## config.mk

```make
export PLATFORM = sky130hd
export DESIGN_NAME = bba_ffz
export DESIGN_NICKNAME = d
export VERILOG_FILES = /design/src/design/bba_pkg.sv /design/src/design/bba_ffz.sv
export SDC_FILE = /design/constraint.sdc
export NUM_CORES = 1
export LEC_CHECK = 0
export ABC_AREA = 1
export BUFFER_PORTS_ARGS = -buffer_cell sky130_fd_sc_hd__buf_2
export CORE_MARGIN = 2
export CORE_UTILIZATION = 41
export DETAILED_ROUTE_END_ITERATION = 12
export PLACE_DENSITY = 0.88
export SKIP_LAST_GASP = 1
export SLEW_MARGIN = 20
export SYNTH_ARGS = -nofsm -noshare
export SYNTH_HDL_FRONTEND = slang
export SYNTH_SLANG_ARGS = --single-unit
export TNS_END_PERCENT = 10
```

## constraint.sdc

```tcl
create_clock -name vclk -period 1.95
set_input_delay 0.2925 -clock vclk [all_inputs]
set_output_delay 0.2925 -clock vclk [all_outputs]
set_load 0.01 [all_outputs]
```

## src/design/bba_pkg.sv

```systemverilog
package bba_pkg;

    localparam int BLOCK_W     = 12;
    localparam int REG_W       = 13;
    localparam int WORD_BITS   = 64;
    localparam int BIT_IDX_W   = 6;
    localparam int CFG_INDEX_W = 2;

    typedef enum logic [CFG_INDEX_W-1:0] {
        REG_TOTAL_BLOCKS    = 2'd0,
        REG_RESERVED_BLOCKS = 2'd1
    } cfg_reg_t;

    typedef enum logic {
        MODE_ALLOC = 1'b0,
        MODE_FREE  = 1'b1
    } mode_t;

    typedef enum logic [1:0] {
        ST_OK            = 2'd0,
        ST_OUT_OF_BLOCKS = 2'd1,
        ST_DOUBLE_FREE   = 2'd2,
        ST_OUT_OF_RANGE  = 2'd3
    } status_t;

    typedef struct packed {
        logic               mode;
        logic [BLOCK_W-1:0] block_number;
    } req_t;

    typedef struct packed {
        logic [BLOCK_W-1:0] allocated_block;
        status_t            status;
    } rsp_t;

    typedef struct packed {
        logic                 found;
        logic [BIT_IDX_W-1:0] idx;
    } ffz_result_t;

endpackage

```

## src/design/bba_ffz.sv

```systemverilog
// Find the lowest clear bit of one bitmap word: pick the lowest byte with a
// clear bit, then the lowest clear bit inside it.
module bba_ffz (
    input  logic [bba_pkg::WORD_BITS-1:0] word,
    output bba_pkg::ffz_result_t          result
);

    localparam int GROUPS = bba_pkg::WORD_BITS / 8;

    logic [GROUPS-1:0] grp_free;
    logic [2:0]        grp_sel;
    logic [7:0]        grp_bits;
    logic [2:0]        bit_sel;

    always_comb begin
        grp_sel  = '0;
        bit_sel  = '0;
        for (int g = 0; g < GROUPS; g++) begin
            grp_free[g] = ~&word[g*8 +: 8];
        end
        for (int g = GROUPS - 1; g >= 0; g--) begin
            if (grp_free[g]) begin
                grp_sel = 3'(g);
            end
        end
        grp_bits = word[{grp_sel, 3'b000} +: 8];
        for (int b = 7; b >= 0; b--) begin
            if (!grp_bits[b]) begin
                bit_sel = 3'(b);
            end
        end
        result.found = |grp_free;
        result.idx   = {grp_sel, bit_sel};
    end

endmodule

```

==> summary.md, run 1 <==
| Metric | Value |
|---|---|
| Final setup margin | `-0.874 ns` |
| Power Density | `between 100 and 150 mW/mm^2` |
| Register area | `0 sq um` |
| Clock buffer count | `0` |
| Vias/cell | `roughly 6.7` |
| Final Cycle Share | `1.45` |
| Global Route Usage Sum | `0.360` |
| Post-synth cell types | `32` |
| DRT antenna net count | `0` |
| Buf+Inv Stages, Crit Path | `4` |
| Fillers | `between 100 and 150` |
| WHS Endpoint | `result[0]` |
| Final Hold Fails | `0` |
| WL/cell | `21.2 microns` |
| HPWL after DPL | `~4100 microns` |
| DRC Markers | `0` |
| Syn_nets | `about 270` |
| Via count | `between 2000 and 2500` |
| GPL Wtd Cong | `slightly below 1` |
| CP max stage cell | `nand4_2` |
| Hold path depth | `7` |
| Synth Cell Area | `0.00108 sq mm` |
| Worst Setup End Kind | `output port` |
| Die Ht | `around 55 microns` |
| Placed cell count | `around 360` |
| Worst Hold Class | `input port to output port` |
| Top-Level Pins | `~70` |
| Worst Path Required | `1.66 ns` |
| # rows | `18` |
| CP peak stage delay | `~0.21 ns` |
| Die ar. | `slightly above 0.003 sq mm` |
| CP Data Arrival Time | `~2.5 ns` |
| Number of antenna violations at the first check in global routing | `0` |
| Largest net degree at the start of global routing | `15` |
| Crit-path max FO | `7` |
| Fin cells | `roughly 370` |
| Max-slew violations | `0` |
| Cells after Synth | `around 210` |
| Crit start category | `input port` |
| WS Path Type | `input port to output port` |
| Layout cells sized above 1 | `0.578` |
| Critical Path, Cell by Cell | `buf_2 -> nand4_2 -> nor3_4 -> buf_12 -> nand2_4 -> a21oi_4 -> buf_6 -> nand3_1 -> nand3_1 -> nand2_2 -> nand2_1 -> nand2_1 -> nand2_1 -> nand2_1 -> a21oi_1 -> buf_2` |
| Grt ovf | `0` |
| Status | `finished with violations` |
| Hold WS | `1.18 ns` |
| Antenna cells | `0` |
| Initial drt markers | `approximately 340` |
| Hold Startpoint | `word[9]` |
| Failing checks | `negative setup slack` |
| Ys Warns | `0` |
| Lkg Pwr | `about 0.0011 uW` |
| Placed Area | `around 0.0019 sq mm` |
| Worst path top cell family by delay | `simple AND/OR/NAND/NOR gates` |
| Seq cells | `0` |
| Syn_area_per_cell | `5.17 sq um` |
| Die span in x | `roughly 55 microns` |
| Design Area, Final | `0.00225 sq mm` |
| Fin crit period | `roughly 2.8 ns` |
| Register area share after synthesis | `0` |
| Core area | `about 0.0025 sq mm` |
| CP dominant cell by count | `nand2_1` |
| Vias in the first global route | `about 2100` |
| DR pass1 iterations | `8` |
| F_max | `between 0.3 and 0.4 GHz` |
| VDD IR max | `roughly 0.00013 V` |
| Area of the multi-input gates | `0.00116 sq mm` |
| Final nets | `approximately 410` |
| Slew @ Worst Pin | `around 0.32 ns` |
| Slew margin rel. | `0.788` |
| RSZ-0062 raised after global routing | `true` |
| Final wirelength | `7860 microns` |
| Buffers on Ports | `between 70 and 80` |
| Dpl ws | `-0.652 ns` |
| First-pass GRT wire length | `9050 microns` |
| Area grow syn2layout | `109%` |
| Max-Cap Viols | `0` |
| Final setup violation count | `5` |
| Starting Density | `0.434` |
[per-layer routing]
layer / global-route usage / up-vias / routed length (microns)
met5: 0 / - / 0
met4: 0.237 / 0 / 894
met3: 0.0703 / 123 / 1120
met2: 0.614 / 315 / 3400
met1: 0.402 / 1052 / 2440
li1: - / 979 / -
[cells in the final DEF (no fill, tap or decap), types with 2 or more instances in the layout]
| cell type | synthesis | final |
|---|---|---|
| a21oi_1 | 2 | 2 |
| a21oi_2 | 3 | 2 |
| a21oi_4 | 2 | 4 |
| buf_2 | 1 | 55 |
| buf_4 | 2 | 57 |
| buf_6 | 3 | 22 |
| inv_1 | 15 | 9 |
| inv_2 | 1 | 7 |
| nand2_1 | 72 | 61 |
| nand2_2 | 1 | 9 |
| nand2_4 | 3 | 5 |
| nand2_8 | 0 | 3 |
| nand3_1 | 30 | 20 |
| nand3_2 | 0 | 10 |
| nand4_1 | 8 | 8 |
| nor2_1 | 25 | 19 |
| nor2_2 | 1 | 6 |
| nor2_4 | 1 | 2 |
| nor3_4 | 1 | 2 |
| o211ai_1 | 7 | 7 |
| o21ai_0 | 9 | 8 |
| o21ai_1 | 4 | 3 |
| o21ai_2 | 0 | 2 |
| o22ai_1 | 3 | 3 |
| or2_2 | 3 | 3 |
[logic make-up after synthesis]
family	count (synthesis)	share of synthesized area
AO/OA/AOI/OAI	32	0.205
buffers and inverters	23	0.112
AND/OR/NAND/NOR	153	0.684
[cells in the mapped netlist, drive strengths merged]
cell type   n  area, sq um
nor3        4         41.3
nand3      30          150
o21ai      13         65.1
o21a        1         7.51
and3        1         7.51
nand2      76          310
nor4        1         21.3
a21boi      1         7.51
or2         4         25.0
o22ai       3         18.8
nand4       9         62.6
inv        17         66.3
nor2       27          111
o211ai      7         52.6
and2        1         6.26
a21oi       7         68.8
buf         6         53.8
[what timing repair did]
action / CTS / global route
buffers inserted: 0 / 6
hold buffers: 0 / 0
pin swaps: 9 / 36
endpoints found under the setup margin: 4 / 7
cloned: 3 / 1
resized for setup: 10 / 62
[how the worst max path moves through the flow]
stage	start	endpoint	slack, ns	cells after the start
after CTS	word[31]	result[0]	-0.53	19
after global routing	word[35]	result[0]	-0.96	16
final	word[7]	result[0]	-0.87	16
after detailed placement	word[38]	result[0]	-0.65	17
after floorplan	word[1]	result[0]	-0.21	14
after global placement	word[39]	result[0]	-0.55	15
[where the power goes]
| group | total (uW) | switching, uW | internal (uW) |
|---|---|---|---|
| logic | 293 | 142 | 151 |
| clock network | 0 | 0 | 0 |
| registers | 0 | 0 | 0 |
[metrics by stage]
| stage | TNS, ns | power [uW] | utilization |
|---|---|---|---|
| 6_report | -2.69 | 293 | 0.907 |
| 5_1_grt | -3.10 | 307 | 0.907 |
| 4_1_cts | -1.58 | 228 | 0.780 |
| 3_5_place_dp | -1.89 | 224 | 0.752 |
| 3_3_place_gp | -1.61 | 218 | 0.752 |
| 2_1_floorplan | -0.586 | 70.2 | - |
[layout make-up]
| type | count | area share |
|---|---|---|
| inverters | 17 | 0.0317 |
| multi-input cells | 188 | 0.517 |
| well taps | 30 | 0.0167 |
| repair buffers | 135 | 0.432 |
| repair inverters | 1 | 0.00278 |
Power figures use the tool's default switching activity.
==> run 2: changes to the inputs <==
Settings changed: CORE_UTILIZATION 41 to 45, PLACE_DENSITY 0.88 to 0.91.
Clock period 1.95 ns to 3.1 ns, I/O delays scaled along.
==> summary.md, run 2 (synthesis gave the netlist of run 1 again) <==
| Metric | Value |
|---|---|
| Status | `completed` |
| Final Hold Fails | `0` |
| Final wirelength | `4240 microns` |
| GPL Wtd Cong | `around 0.94` |
| Seq cells | `0` |
| Gate power share | `1.000` |
| DR pass1 iterations | `4` |
| Slew @ Worst Pin | `0.416 ns` |
| Fin crit period | `3.01 ns` |
| Starting Density | `0.482` |
| HPWL after DPL | `3280 microns` |
| # rows | `17` |
| Placed cell count | `approximately 310` |
| Lkg Pwr | `between 0.0008 and 0.0009 uW` |
| Vias in the first global route | `approximately 1400` |
| Clock Power Share | `0` |
| Crit-path max FO | `10` |
| Max-slew violations | `0` |
| Design Area, Final | `around 0.0015 sq mm` |
| Largest net degree at the start of global routing | `34` |
| Antenna cells | `0` |
| CTS Hold Bufs | `0` |
| Int Pwr | `roughly 52 uW` |
| Worst Path Required | `approximately 2.6 ns` |
| First-pass GRT wire length | `5980 microns` |
| Vias/cell | `about 5.7` |
| Number of antenna violations at the first check in global routing | `0` |
| Final nets | `between 300 and 400` |
| Die Ht | `between 50 and 60 microns` |
| DRT antenna net count | `0` |
| Layout cells sized above 1 | `0.375` |
| Top-Level Pins | `between 70 and 80` |
| CP max stage cell | `a21oi_4` |
| CP Data Arrival Time | `~2.5 ns` |
| Most frequent cells in the layout | `nand2_1 (72), buf_2 (71), nand3_1 (30), nor2_1 (24), inv_1 (15)` |
| Die ar. | `roughly 0.0028 sq mm` |
| Area grow syn2layout | `42.4%` |
| Core area | `~0.0022 sq mm` |
| DRC Markers | `0` |
| RSZ-0062 raised after global routing | `false` |
| Placed Area | `approximately 0.0015 sq mm` |
| Critical Path, Cell by Cell | `buf_2 -> nand4_1 -> nor2_1 -> and2_1 -> nand2_1 -> a21oi_4 -> inv_4 -> nor2_1 -> o21ai_1 -> nand3_1 -> nand2_1 -> nor3_2 -> nand2_1 -> a21oi_2 -> buf_2` |
| Fin cells | `about 310` |
| Final setup violation count | `0` |
| Die span in x | `between 50 and 60 microns` |
| Buffers on Ports | `71` |
| Fillers | `around 230` |
| Register area | `0 sq um` |
| Worst Setup End Kind | `output port` |
| Power Density | `about 72 mW/mm^2` |
| Final Cycle Share | `0.970` |
| Via count | `roughly 1800` |
| Clock buffer count | `0` |
| Setup TNS | `0 ns` |
| Grt ovf | `0` |
| Max-Cap Viols | `0` |
| VDD IR max | `0.0000513 V` |
| Flop pwr share | `0` |
| WL/cell | `roughly 14 microns` |
| Most common cell after layout, fill and taps aside | `nand2_1` |
| Sw Share | `0.529` |
| Area of the multi-input gates | `approximately 980 sq um` |
| CP dominant cell by count | `nand2_1` |
| CP peak stage delay | `0.27 ns` |
| Net Switching | `around 59 uW` |
| Crit start category | `input port` |
| Slew margin rel. | `0.721` |
| F_max | `roughly 0.33 GHz` |
| Initial drt markers | `95` |
| Global Route Usage Sum | `0.276` |
| Worst Hold Class | `input port to output port` |
| Hold WS | `~1.5 ns` |
| WS Path Type | `input port to output port` |
[run 2: changes by cell type in the layout (fill, tap and decap cells not counted), sizes merged]
cell   before  now
nand2      78   76
buf       135   82
inv        18   17
[run 2: metrics by stage]
stage	utilization	power, uW	worst slack [ns]
after floorplan	-	44.2	0.595
after global placement	0.652	104	0.151
after detailed placement	0.652	105	0.125
after CTS	0.652	106	0.122
after global routing	0.686	123	0.0111
final	0.686	111	0.0927
[run 2: path summary, 6_finish.rpt]
| kind | start | endpoint | slack [ns] | cells past startpoint |
|---|---|---|---|---|
| setup / recovery | word[40] | result[2] | 0.09 | 15 |
| hold / removal | word[1] | result[0] | 1.48 | 7 |
[run 2: cell type report]
cell class / count / area share
Inverter: 17 / 0.0433
Multi-Input combinational cell: 186 / 0.640
Tap cell: 28 / 0.0229
Timing Repair Buffer: 82 / 0.294
[run 2: critical path: cells and delay by family]
kind	cells	cell delay [ns]
buffers and inverters	3	0.34
AND/OR/NAND/NOR	9	1.26
AO/OA/AOI/OAI	3	0.47
[run 2: repair_timing]
item / 4_1_cts / 5_1_grt
gates resized for setup: 0 / 3
setup buffers: 0 / 7
endpoints found under the setup margin: 0 / 3
[run 2: power by group through the flow]
stage	clock network [uW]	registers, uW	logic (uW)
6_report	0	0	111
5_1_grt	0	0	123
4_1_cts	0	0	106
3_5_place_dp	0	0	105
3_3_place_gp	0	0	104
2_1_floorplan	0	0	44.2
[run 2: layer usage]
metal | GRT usage | vias to the layer above | part of all wire
met5 | 0 | - | 0
met4 | 0.0513 | 0 | 0.034
met3 | 0.0141 | 16 | 0.13
met2 | 0.496 | 129 | 0.46
met1 | 0.362 | 780 | 0.38
li1 | - | 858 | -
